--- src/sv/mrve_pkg.sv ---
// Shared types and constants for the median range velocity estimator.
package mrve_pkg;
   localparam int RANGE_W = 16;
   localparam int TIME_W  = 32;
   localparam int SPEED_W = 32;
   localparam int WARMUP_SAMPLES = 5;
   // One second in microseconds, scaled by 256 for the Q24.8 result.
   localparam logic [28:0] US_PER_S_Q8 = 29'd256000000;

   typedef enum logic [1:0] {
      OUT_WARMUP     = 2'd0,
      OUT_HELD       = 2'd1,
      OUT_STATIONARY = 2'd2,
      OUT_MEDIAN     = 2'd3
   } outcome_type;

   typedef enum logic [2:0] {
      CSR_DIST_DB  = 3'd0,
      CSR_VEL_DB   = 3'd1,
      CSR_MIN_GAP  = 3'd2,
      CSR_MAX_GAP  = 3'd3,
      CSR_ERR_LIM  = 3'd4
   } csr_index_type;

   // Divider request and reply.
   typedef struct packed {
      logic        start;
      logic        neg;
      logic [44:0] num;   // |dist| * 256e6, at most 45 bits
      logic [31:0] den;
   } div_req_type;

   typedef struct packed {
      logic                      done;
      logic signed [SPEED_W-1:0] slope;
   } div_rsp_type;
endpackage

--- src/sv/median_range_velocity_estimator_unit.sv ---
// Top level: history memory, pair scan sequencer, serial divider and median sort.
// Each item scans the stored ages, divides once per valid pair and sorts the slopes
// before rsp_tvalid; while warming up the item goes straight to the output state.
// One item at a time: req_tready stays low until the response is taken.
// The divider works one quotient bit per cycle.
// Reset is synchronous and clears the history by its fill count, no clearing pass.
module median_range_velocity_estimator_unit #(
   parameter int HISTORY_DEPTH = 16,
   parameter int MAX_PAIRS     = 5
) (
   input  logic        clock,
   input  logic        reset,
   input  logic        req_tvalid,
   output logic        req_tready,
   input  logic [47:0] req_tdata,   // range_cm [15:0], sample_time_us [47:16]
   output logic        rsp_tvalid,
   input  logic        rsp_tready,
   output logic [39:0] rsp_tdata,   // speed_q8 [31:0], error_flag [32], outcome [34:33]
   input  logic        csr_we,
   input  logic [2:0]  csr_index,
   input  logic [31:0] csr_wdata
);
   import mrve_pkg::*;

   localparam int AW = $clog2(HISTORY_DEPTH);
   localparam int FW = $clog2(HISTORY_DEPTH + 1);
   localparam int PW = $clog2(MAX_PAIRS + 1);
   localparam int KW = (MAX_PAIRS > 1) ? $clog2(MAX_PAIRS) : 1;

   typedef enum logic [3:0] {
      S_IDLE, S_RD_OLD, S_WAIT, S_CHECK, S_DIV, S_SORT, S_DONE, S_OUT
   } state_type;

   // Configuration registers.
   logic [15:0] dist_db_ff, vel_db_ff;
   logic [31:0] min_gap_ff, max_gap_ff;
   logic [7:0]  err_lim_ff;

   always_ff @(posedge clock) begin
      if (reset) begin
         dist_db_ff <= 16'd2;
         vel_db_ff  <= 16'd5;
         min_gap_ff <= 32'd1000;
         max_gap_ff <= 32'd50000;
         err_lim_ff <= 8'd10;
      end else if (csr_we) begin
         unique case (csr_index)
            CSR_DIST_DB: dist_db_ff <= csr_wdata[15:0];
            CSR_VEL_DB:  vel_db_ff  <= csr_wdata[15:0];
            CSR_MIN_GAP: min_gap_ff <= csr_wdata;
            CSR_MAX_GAP: max_gap_ff <= csr_wdata;
            CSR_ERR_LIM: err_lim_ff <= csr_wdata[7:0];
            default: ;
         endcase
      end
   end

   // History ring memory: entry head is the newest sample. The ring spans the
   // full address range so the head pointer wraps naturally.
   logic [47:0] hist_mem [2**AW];
   logic        mem_we;
   logic [AW-1:0] mem_waddr, mem_raddr;
   logic [47:0] mem_wdata, mem_rdata_ff;

   always_ff @(posedge clock) begin
      if (mem_we) hist_mem[mem_waddr] <= mem_wdata;
      mem_rdata_ff <= hist_mem[mem_raddr];
   end

   state_type     state_ff;
   logic [AW-1:0] head_ff;
   logic [FW-1:0] fill_ff;
   logic [FW-1:0] age_ff;
   logic [15:0]   new_range_ff;
   logic [31:0]   new_time_ff;
   logic [PW-1:0] kept_ff, small_ff;
   logic signed [31:0] slopes_ff [MAX_PAIRS];
   logic [KW-1:0] sort_i_ff;
   logic [PW-1:0] sort_pass_ff;
   logic signed [31:0] held_ff;
   logic [7:0]    fail_ff;
   logic          err_ff;
   logic [31:0]   out_speed_ff;
   logic [1:0]    out_code_ff;
   logic          out_err_ff;
   div_req_type   div_req;
   div_rsp_type   div_rsp;

   mrve_divider u_div (.clock(clock), .reset(reset), .req(div_req), .rsp(div_rsp));

   logic [FW-1:0] fill_next;
   logic [31:0]   gap;
   logic signed [16:0] range_delta;
   logic [15:0]   dist_mag;
   logic [AW-1:0] old_addr;
   logic          gap_ok;
   logic [PW-1:0] med_idx;
   logic signed [31:0] med;
   logic [32:0]   med_mag;

   assign fill_next = (fill_ff == FW'(HISTORY_DEPTH)) ? fill_ff : fill_ff + FW'(1);
   assign old_addr  = head_ff - AW'(age_ff);
   assign gap       = new_time_ff - mem_rdata_ff[47:16];
   assign range_delta = $signed({1'b0, new_range_ff}) - $signed({1'b0, mem_rdata_ff[15:0]});
   assign dist_mag  = range_delta[16] ? 16'(-range_delta) : range_delta[15:0];
   assign gap_ok    = (gap > min_gap_ff) && (gap < max_gap_ff);
   assign med_idx   = kept_ff >> 1;
   assign med       = slopes_ff[KW'(med_idx)];
   assign med_mag   = med[31] ? 33'(-{med[31], med}) : {1'b0, med};

   always_comb begin
      mem_we    = 1'b0;
      mem_waddr = head_ff + AW'(1);
      mem_wdata = req_tdata;
      mem_raddr = old_addr;
      if (state_ff == S_IDLE && req_tvalid) mem_we = 1'b1;
      div_req.start = (state_ff == S_CHECK) && gap_ok;
      div_req.neg   = range_delta[16];
      div_req.num   = 45'(dist_mag) * 45'(US_PER_S_Q8);
      div_req.den   = gap;
   end

   assign req_tready = (state_ff == S_IDLE);
   assign rsp_tvalid = (state_ff == S_OUT);
   assign rsp_tdata  = {5'b0, out_code_ff, out_err_ff, out_speed_ff};

   always_ff @(posedge clock) begin
      if (reset) begin
         state_ff <= S_IDLE;
         head_ff  <= '0;
         fill_ff  <= '0;
         kept_ff  <= '0;
         held_ff  <= '0;
         fail_ff  <= '0;
         err_ff   <= 1'b0;
      end else begin
         unique case (state_ff)
            S_IDLE: if (req_tvalid) begin
               head_ff      <= head_ff + AW'(1);
               fill_ff      <= fill_next;
               new_range_ff <= req_tdata[15:0];
               new_time_ff  <= req_tdata[47:16];
               age_ff       <= FW'(2);
               kept_ff      <= '0;
               small_ff     <= '0;
               if (fill_next < FW'(WARMUP_SAMPLES)) begin
                  out_speed_ff <= '0;
                  out_code_ff  <= OUT_WARMUP;
                  out_err_ff   <= err_ff;
                  state_ff     <= S_OUT;
               end else begin
                  state_ff <= S_RD_OLD;
               end
            end
            S_RD_OLD: begin
               if (age_ff >= fill_ff || kept_ff == PW'(MAX_PAIRS)) begin
                  sort_pass_ff <= '0;
                  sort_i_ff    <= '0;
                  state_ff     <= S_SORT;
               end else begin
                  state_ff <= S_WAIT;
               end
            end
            S_WAIT: state_ff <= S_CHECK;
            S_CHECK: begin
               age_ff <= age_ff + FW'(2);
               if (gap_ok) begin
                  if (dist_mag <= dist_db_ff) small_ff <= small_ff + PW'(1);
                  state_ff <= S_DIV;
               end else begin
                  state_ff <= S_RD_OLD;
               end
            end
            S_DIV: if (div_rsp.done) begin
               slopes_ff[KW'(kept_ff)] <= div_rsp.slope;
               kept_ff  <= kept_ff + PW'(1);
               state_ff <= S_RD_OLD;
            end
            S_SORT: begin
               // Bubble sort, one compare and swap per cycle.
               if (kept_ff > PW'(1) && PW'(sort_i_ff) < kept_ff - PW'(1)) begin
                  if (slopes_ff[sort_i_ff] > slopes_ff[sort_i_ff + KW'(1)]) begin
                     slopes_ff[sort_i_ff]          <= slopes_ff[sort_i_ff + KW'(1)];
                     slopes_ff[sort_i_ff + KW'(1)] <= slopes_ff[sort_i_ff];
                  end
                  sort_i_ff <= sort_i_ff + KW'(1);
               end else if (sort_pass_ff + PW'(1) < kept_ff) begin
                  sort_pass_ff <= sort_pass_ff + PW'(1);
                  sort_i_ff    <= '0;
               end else begin
                  state_ff <= S_DONE;
               end
            end
            S_DONE: begin
               state_ff <= S_OUT;
               if (kept_ff == '0) begin
                  if (fail_ff != 8'hFF) begin
                     fail_ff    <= fail_ff + 8'd1;
                     err_ff     <= (fail_ff + 8'd1) > err_lim_ff;
                     out_err_ff <= (fail_ff + 8'd1) > err_lim_ff;
                  end else begin
                     err_ff     <= fail_ff > err_lim_ff;
                     out_err_ff <= fail_ff > err_lim_ff;
                  end
                  out_speed_ff <= held_ff;
                  out_code_ff  <= OUT_HELD;
               end else begin
                  fail_ff    <= '0;
                  err_ff     <= 1'b0;
                  out_err_ff <= 1'b0;
                  if (small_ff >= (kept_ff >> 1) + PW'(1)) begin
                     held_ff      <= '0;
                     out_speed_ff <= '0;
                     out_code_ff  <= OUT_STATIONARY;
                  end else if (med_mag <= {9'd0, vel_db_ff, 8'd0}) begin
                     held_ff      <= '0;
                     out_speed_ff <= '0;
                     out_code_ff  <= OUT_MEDIAN;
                  end else begin
                     held_ff      <= med;
                     out_speed_ff <= med;
                     out_code_ff  <= OUT_MEDIAN;
                  end
               end
            end
            S_OUT: if (rsp_tready) state_ff <= S_IDLE;
            default: state_ff <= S_IDLE;
         endcase
      end
   end

   a_kept_bound: assert property (@(posedge clock) disable iff (reset)
      kept_ff <= PW'(MAX_PAIRS)) else $error("pair count over limit");
   a_small_le_kept: assert property (@(posedge clock) disable iff (reset)
      state_ff == S_DONE |-> small_ff <= kept_ff) else $error("small count over pairs");
   a_err_clear: assert property (@(posedge clock) disable iff (reset)
      (state_ff == S_OUT && out_code_ff == OUT_MEDIAN) |-> !out_err_ff)
      else $error("error flag with median result");
endmodule

--- src/sv/mrve_divider.sv ---
// Restoring serial divider that returns a saturated signed Q24.8 slope.
module mrve_divider (
   input  logic                 clock,
   input  logic                 reset,
   input  mrve_pkg::div_req_type req,
   output mrve_pkg::div_rsp_type rsp
);
   import mrve_pkg::*;

   logic [44:0] quo_ff, quo_in;
   logic [32:0] rem_ff, rem_in;
   logic [31:0] den_ff, den_in;
   logic        neg_ff, neg_in;
   logic [5:0]  cnt_ff, cnt_in;
   logic        busy_ff, busy_in;
   logic        done_ff, done_in;
   logic [32:0] trial;
   logic [33:0] shifted;

   always_comb begin
      quo_in  = quo_ff;
      rem_in  = rem_ff;
      den_in  = den_ff;
      neg_in  = neg_ff;
      cnt_in  = cnt_ff;
      busy_in = busy_ff;
      done_in = 1'b0;
      shifted = {rem_ff, quo_ff[44]};
      trial   = shifted[32:0] - {1'b0, den_ff};
      if (req.start) begin
         quo_in  = req.num;
         rem_in  = '0;
         den_in  = req.den;
         neg_in  = req.neg;
         cnt_in  = 6'd45;
         busy_in = 1'b1;
      end else if (busy_ff) begin
         if (shifted >= {2'b00, den_ff}) begin
            rem_in = trial;
            quo_in = {quo_ff[43:0], 1'b1};
         end else begin
            rem_in = shifted[32:0];
            quo_in = {quo_ff[43:0], 1'b0};
         end
         cnt_in = cnt_ff - 6'd1;
         if (cnt_ff == 6'd1) begin
            busy_in = 1'b0;
            done_in = 1'b1;
         end
      end
   end

   always_ff @(posedge clock) begin
      if (reset) begin
         busy_ff <= 1'b0;
         done_ff <= 1'b0;
         cnt_ff  <= '0;
      end else begin
         busy_ff <= busy_in;
         done_ff <= done_in;
         cnt_ff  <= cnt_in;
      end
      quo_ff <= quo_in;
      rem_ff <= rem_in;
      den_ff <= den_in;
      neg_ff <= neg_in;
   end

   always_comb begin
      rsp.done = done_ff;
      if (neg_ff) begin
         if (quo_ff > 45'h0_8000_0000) rsp.slope = 32'sh8000_0000;
         else rsp.slope = -$signed(quo_ff[31:0]);
      end else begin
         if (quo_ff > 45'h0_7FFF_FFFF) rsp.slope = 32'sh7FFF_FFFF;
         else rsp.slope = $signed(quo_ff[31:0]);
      end
   end
endmodule
--- config.mk ---
export PLATFORM = sky130hd
export DESIGN_NAME = median_range_velocity_estimator_unit
export DESIGN_NICKNAME = d
export VERILOG_FILES = /design/src/sv/mrve_pkg.sv /design/src/sv/median_range_velocity_estimator_unit.sv /design/src/sv/mrve_divider.sv
export SDC_FILE = /design/constraint.sdc
export NUM_CORES = 2
export LEC_CHECK = 0
export BUFFER_PORTS_ARGS = -buffer_cell sky130_fd_sc_hd__buf_2
export CELL_PAD_IN_SITES_DETAIL_PLACEMENT = 1
export CELL_PAD_IN_SITES_GLOBAL_PLACEMENT = 1
export CORE_MARGIN = 2
export CORE_UTILIZATION = 48
export CTS_CLUSTER_SIZE = 16
export DETAILED_ROUTE_END_ITERATION = 8
export GPL_TIMING_DRIVEN = 0
export PLACE_DENSITY_LB_ADDON = 0.1
export REMOVE_ABC_BUFFERS = 1
export SKIP_LAST_GASP = 1
export SYNTH_ARGS = -nofsm -noshare
export SYNTH_HDL_FRONTEND = slang
export SYNTH_HIERARCHICAL = 1
export SYNTH_SLANG_ARGS = --single-unit
--- constraint.sdc ---
create_clock -name clock -period 9.4 [get_ports clock]
set_input_delay 2.82 -clock clock [delete_from_list [all_inputs] [get_ports clock]]
set_output_delay 2.82 -clock clock [all_outputs]
set_load 0.02 [all_outputs]
Word-level counts from Yosys, hierarchy flattened
Memories as Yosys holds them, arrays and structs flattened. A register that Yosys moved wholly into a read port is not among the register bits. Index checks and enable logic that the tools add are counted.

Bits of input ports: 88. Bits in read-only memories: 0. Bits in latches: 0. Output and inout bits: 42. Register bits: 377. Logic and storage cells: 203. Bits in writable memories: 928. Memories: 2.

Memory list: hist_mem (depth 16, bits a word 48, read ports 1, clocked after Yosys merged registers in 1, write ports 1, RTL line median_range_velocity_estimator_unit.sv:60) `logic [47:0] hist_mem [2**AW];`; slopes_ff (depth 5, bits a word 32, read ports 3, clocked after Yosys merged registers in 2, write ports 2, RTL line median_range_velocity_estimator_unit.sv:77) `logic signed [31:0] slopes_ff [MAX_PAIRS];`.

Multiply operators: 1. Order comparisons: 16. Eq/ne operators: 27. Reductions and logical operators: 31. Div/mod/pow operators: 0. Mux-type cells: 76. Shift operators: 0. Add/sub/neg operators: 18. Bitwise operators: 2.

Operators by type and width (count): $mux W32 (9); $mux W44 (2); $mux W33 (2); $gt A32 B32 Y1 (2); $pmux W32 S2 (1); $mux W3 (16); $gt A45 B31 Y1 const B (1); $gt A45 B32 Y1 const B (1); $ge A34 B32 Y1 (1); $le A33 B24 Y1 (1); $neg A33 Y33 (1); $sub A33 B32 Y33 (1); $lt A32 B32 Y1 (1); $neg A32 Y32 (1); $pmux W4 S8 (1); $reduce_or A32 Y1 (1); $sub A32 B32 Y32 (1); $mul A16 B14 Y30 const B (1); $pmux W3 S2 (4); $mux W1 (23); $mux W4 (5); $sub A16 B16 Y17 (1); $eq A4 B3 Y1 const B (4); $gt A8 B8 Y1 (2); other kinds (47) (88).

Depth between registers and ports, before layout
An unclocked memory read counts as a cell.

Depth after elaboration: 10. Gate-level depth with buffers: 36. Depth with buffers taken out: 35.

Hierarchy
Netlist, hierarchy kept.

Modules (own cells, without submodules): median_range_velocity_estimator_unit (times used 1, cells each 4271, sequential area each 35013.6 sq um, area an instance 60524.3 sq um); mrve_divider (times used 1, cells each 838, sequential area each 3163.0 sq um, area an instance 7816.2 sq um).

Worst setup path before layout
No wires, ideal clock.

Path type: register to register. From: reg new_range_ff[0]. To: reg u_div.quo_ff[43] (data pin). Stages on the path, launching flop included: 35. Buffers on the path: 1. Arrival time: 8.868 ns. Slack: 0.273 ns. Setup time: 0.260 ns. Path through: edfxtp_1 -> inv_1 -> ha_1 -> inv_1 -> fa_1 -> a21oi_1 -> o211ai_1 -> o2111ai_1 -> a31oi_1 -> a221oi_1 -> clkbuf_1 -> nor2b_1 -> xnor2_1 -> inv_1 -> fa_1 -> inv_1 -> fa_1 -> fa_1 -> fa_1 -> ha_1 -> inv_1 -> fa_1 -> inv_1 -> ha_1 -> a2111oi_0 -> o2111ai_1 -> o21a_1 -> a31oi_1 -> a21oi_1 -> a21o_1 -> a2111oi_0 -> o21ai_1 -> a21oi_1 -> xnor2_1 -> mux2_2.

RTL lines: start: declaration (RTL line median_range_velocity_estimator_unit.sv:74) `logic [15:0] new_range_ff;`; start signal: assignment (RTL line median_range_velocity_estimator_unit.sv:141) `new_range_ff <= req_tdata[15:0];`; end signal: assignment (RTL line mrve_divider.sv:63) `quo_ff <= quo_in;`; end: declaration (RTL line mrve_divider.sv:10) `logic [44:0] quo_ff, quo_in;`.

==> metrics.txt <==
die height=381 um; Worst EP required=9.92 ns; largest fanout on the critical path=12; Clock Tree Root=clkbuf_16; top post-synthesis cells by area=edfxtp_1, mux4_2, dfxtp_1; flop-to-flop setup slack=0.34 ns; Syn. warnings=6; grt ovf=0; simple-gate portion of the synthesized area=7.38%; CTS H-Tree Depth=4; fillers=13600; CP Class=flop to flop; WHS Endpoint=min_gap_ff[22]; fmax=110 MHz; Synth top area share=48.4%; Post-synth EDFFs=1102; Yosys reg bits=1356; initial detailed-routing violation count=2936; remaining antenna violation count after routing=0; Die X-Extent=381 um; final setup fails=0; Synth Area in Adders=8.18%; initial antenna violation count=15; post-synthesis compound-gate area fraction=8.45%; R2R depth=27; Clock transition at path regs=0.06 ns; Die Footprint=145000 um2; first-pass GRT wire length=291000 um; worst hold path type=flop to flop; Core Region=141000 um2; largest area contributor in the netlist=edfxtp_1; # DRC=0; GPL Wtd Cong=0.834; pin slew with the least headroom to its limit=1.34 ns; layout cell share with drive strength beyond 1=17.5%; RSZ-0062 raised after global routing=yes; via/cell ratio=5.91; status=finished, final reports clean; mapped cell area=68300 um2; CP Capture Type=flop; DRT Wirelength=192000 um; Tmin final=9.06 ns; vias in the first global route=45600; ys flop type=edfxtp_1; cell count after synthesis=5109; DR vias=43300; largest family of logic cells by synthesized area=multiplexers; Port Buffers=124; Slew Viols, Final=0; clock buffer count from CTS=148; asr flop ratio synth=0%; post-detail-place hpwl=135000 um; Yosys cell types=102; wire per inst=26.3 um; period utilization=96.4%; crit path DAT=9.58 ns; worst-skew pair later-pin latency=0.80 ns; register area=38200 um2; Reg2Reg Capture Point=u_div/quo_ff[43]; I/O pin cnt=130; CTS Sinks=1356; Row Count=138; Total Routing Usage GR=26.5%; CTS tree=built; multi-input combinational cell area=28200 um2; HP Start=min_gap_ff[22]; Area Overhead vs Synth=14.5%; Final Skew=0.0536 ns; post-synthesis sequential area ratio=55.9%; Mean Syn Cell Area=13.4 um2; Max-slew headroom=8.11%; Final Hold Viols=0; setup TNS=0 ns; Hold-fix buffers, CTS=0; Layout Nets=5801; Reg-to-Reg Start=new_range_ff[4]; CTS Buffer Depth=3; Setup crit start kind=flop; worst hold path depth=2; Synth Area in XOR/XNOR=2.11%; starting density of the core=48.3%; multiplexer share of the synthesized area=14.3%; Max Cap Viol=0; largest net degree at the start of global routing=98; drt first pass iters=5
-- cells by family (layout without fill, tap and decap cells) --
kind of cell | after synthesis | in the layout
buffers and inverters | 649 | 942
multiplexers | 605 | 605
adder cells (fa/ha/maj) | 415 | 415
other | 1 | 23
flip-flops | 1356 | 1356
AO/OA/AOI/OAI | 875 | 875
AND/OR/NAND/NOR | 1045 | 1045
XOR/XNOR | 163 | 163
-- through the flow --
stage          hold WS (ns)  cell area [um2]  setup slack, ns  cells  utilization [%]
2_1_floorplan         0.430            67400            -3.73   4896                -
3_3_place_gp          0.443            70400           -13.19   6910             49.8
3_5_place_dp          0.448            73100            -1.48   7034             51.7
4_1_cts               0.456            78100          -0.0507   7308             55.2
5_1_grt               0.471            78300          -0.0591   7312             55.4
6_report              0.454            78300            0.338   7314             55.4
-- synth_stat cells, types with 37 or more instances --
cell / n
nor3_1: 53
dfxtp_1: 254
nand3_1: 51
ha_1: 362
a21oi_1: 255
and2_1: 67
a31oi_1: 60
fa_1: 53
nand2_1: 452
nor2_1: 161
a21o_1: 83
mux2i_1: 240
xor2_1: 49
edfxtp_1: 1102
buf_1: 48
xnor2_1: 113
o21ai_1: 37
a22o_1: 65
nand4_1: 44
a211oi_1: 71
clkbuf_1: 157
inv_1: 409
mux4_2: 288
mux2_2: 74
o21ai_0: 105
-- placed cells by master, fill, tap and decap left out, types with 58 or more instances in the layout --
cell	Yosys	routed
a22o_1	65	65
a21o_1	83	82
mux4_2	288	288
edfxtp_1	1102	1102
nand2_1	452	452
ha_1	362	360
buf_2	8	123
inv_1	409	405
xnor2_1	113	105
and2_1	67	66
o21ai_0	105	105
a31oi_1	60	58
dfxtp_1	254	247
mux2_2	74	74
nor2_1	161	141
clkbuf_16	0	149
mux2i_1	240	240
a211oi_1	71	71
a21oi_1	255	254
-- metal layers --
layer / routed length [um] / vias up / track usage (%)
met5: 109 / - / 0
met4: 6220 / 18 / 8.83
met3: 9160 / 298 / 4.29
met2: 93400 / 1014 / 44.0
met1: 83400 / 22300 / 35.7
li1: - / 19700 / -
-- final cells by class --
cell class	count	area share, %
multi-input combinational	3123	36.0
clock buffer	215	5.35
antenna	3	0.00959
inverter	417	2.00
clock inverter	58	0.970
timing repair buffer	252	3.84
sequential	1356	48.8
tap	1890	3.02
-- how the worst max path moves through the flow --
| stage | start | to | slack, ns |
|---|---|---|---|
| 6_report | new_range_ff[4] | u_div/quo_ff[43] | 0.34 |
| 5_1_grt | mem_rdata_ff[4] | u_div/quo_ff[43] | -0.06 |
| 4_1_cts | new_range_ff[0] | u_div/quo_ff[43] | -0.05 |
| 3_5_place_dp | new_range_ff[0] | u_div/quo_ff[43] | -1.48 |
| 3_3_place_gp | sort_i_ff[0] | slopes_ff[2][9] | -13.19 |
| 2_1_floorplan | sort_i_ff[0] | slopes_ff[2][0] | -3.73 |
-- state kept, by name, indices dropped and copies added, names as in the netlist, 4 cells and up, named ones only --
name and flops:
head_ff 4, fail_ff 8, u_div/quo_ff 45, u_div/den_ff 32, u_div/cnt_ff 6, hist_mem 768, err_lim_ff 8, age_ff 4
u_div/rem_ff 33, out_speed_ff 32, held_ff 32, mem_rdata_ff 48, vel_db_ff 16, dist_db_ff 16, new_time_ff 32, new_range_ff 16
min_gap_ff 32, slopes_ff 160, fill_ff 5, max_gap_ff 32
-- worst max-delay path, cell delays in order, from the launching register on --
cell	delay (ns)
edfxtp_1	0.40
ha_1	0.37
a21o_1	0.24
or3_1	0.35
o21a_1	0.24
o211ai_1	1.02
o21ai_1	0.26
xor2_2	0.68
inv_2	0.25
xnor2_1	0.34
fa_1	0.50
fa_1	0.54
inv_1	0.05
fa_1	0.50
inv_1	0.04
ha_1	0.29
ha_1	0.30
ha_1	0.39
nand2_1	0.12
o21ai_0	0.10
a31oi_2	0.23
a21oi_1	0.14
a21o_1	0.24
a2111oi_4	0.44
o21ai_1	0.12
a21oi_1	0.18
xnor2_1	0.12
mux2_2	0.28
-- timing repair --
action	CTS	global route
setup endpoints to repair	10	7
gates resized for setup	13	22
endpoints found under the hold margin	0	0
pin swaps	1	4
setup buffers	1	3
Power is not shown: default switching activity piles up to over one toggle a cycle in this logic, so the estimate is an artifact.
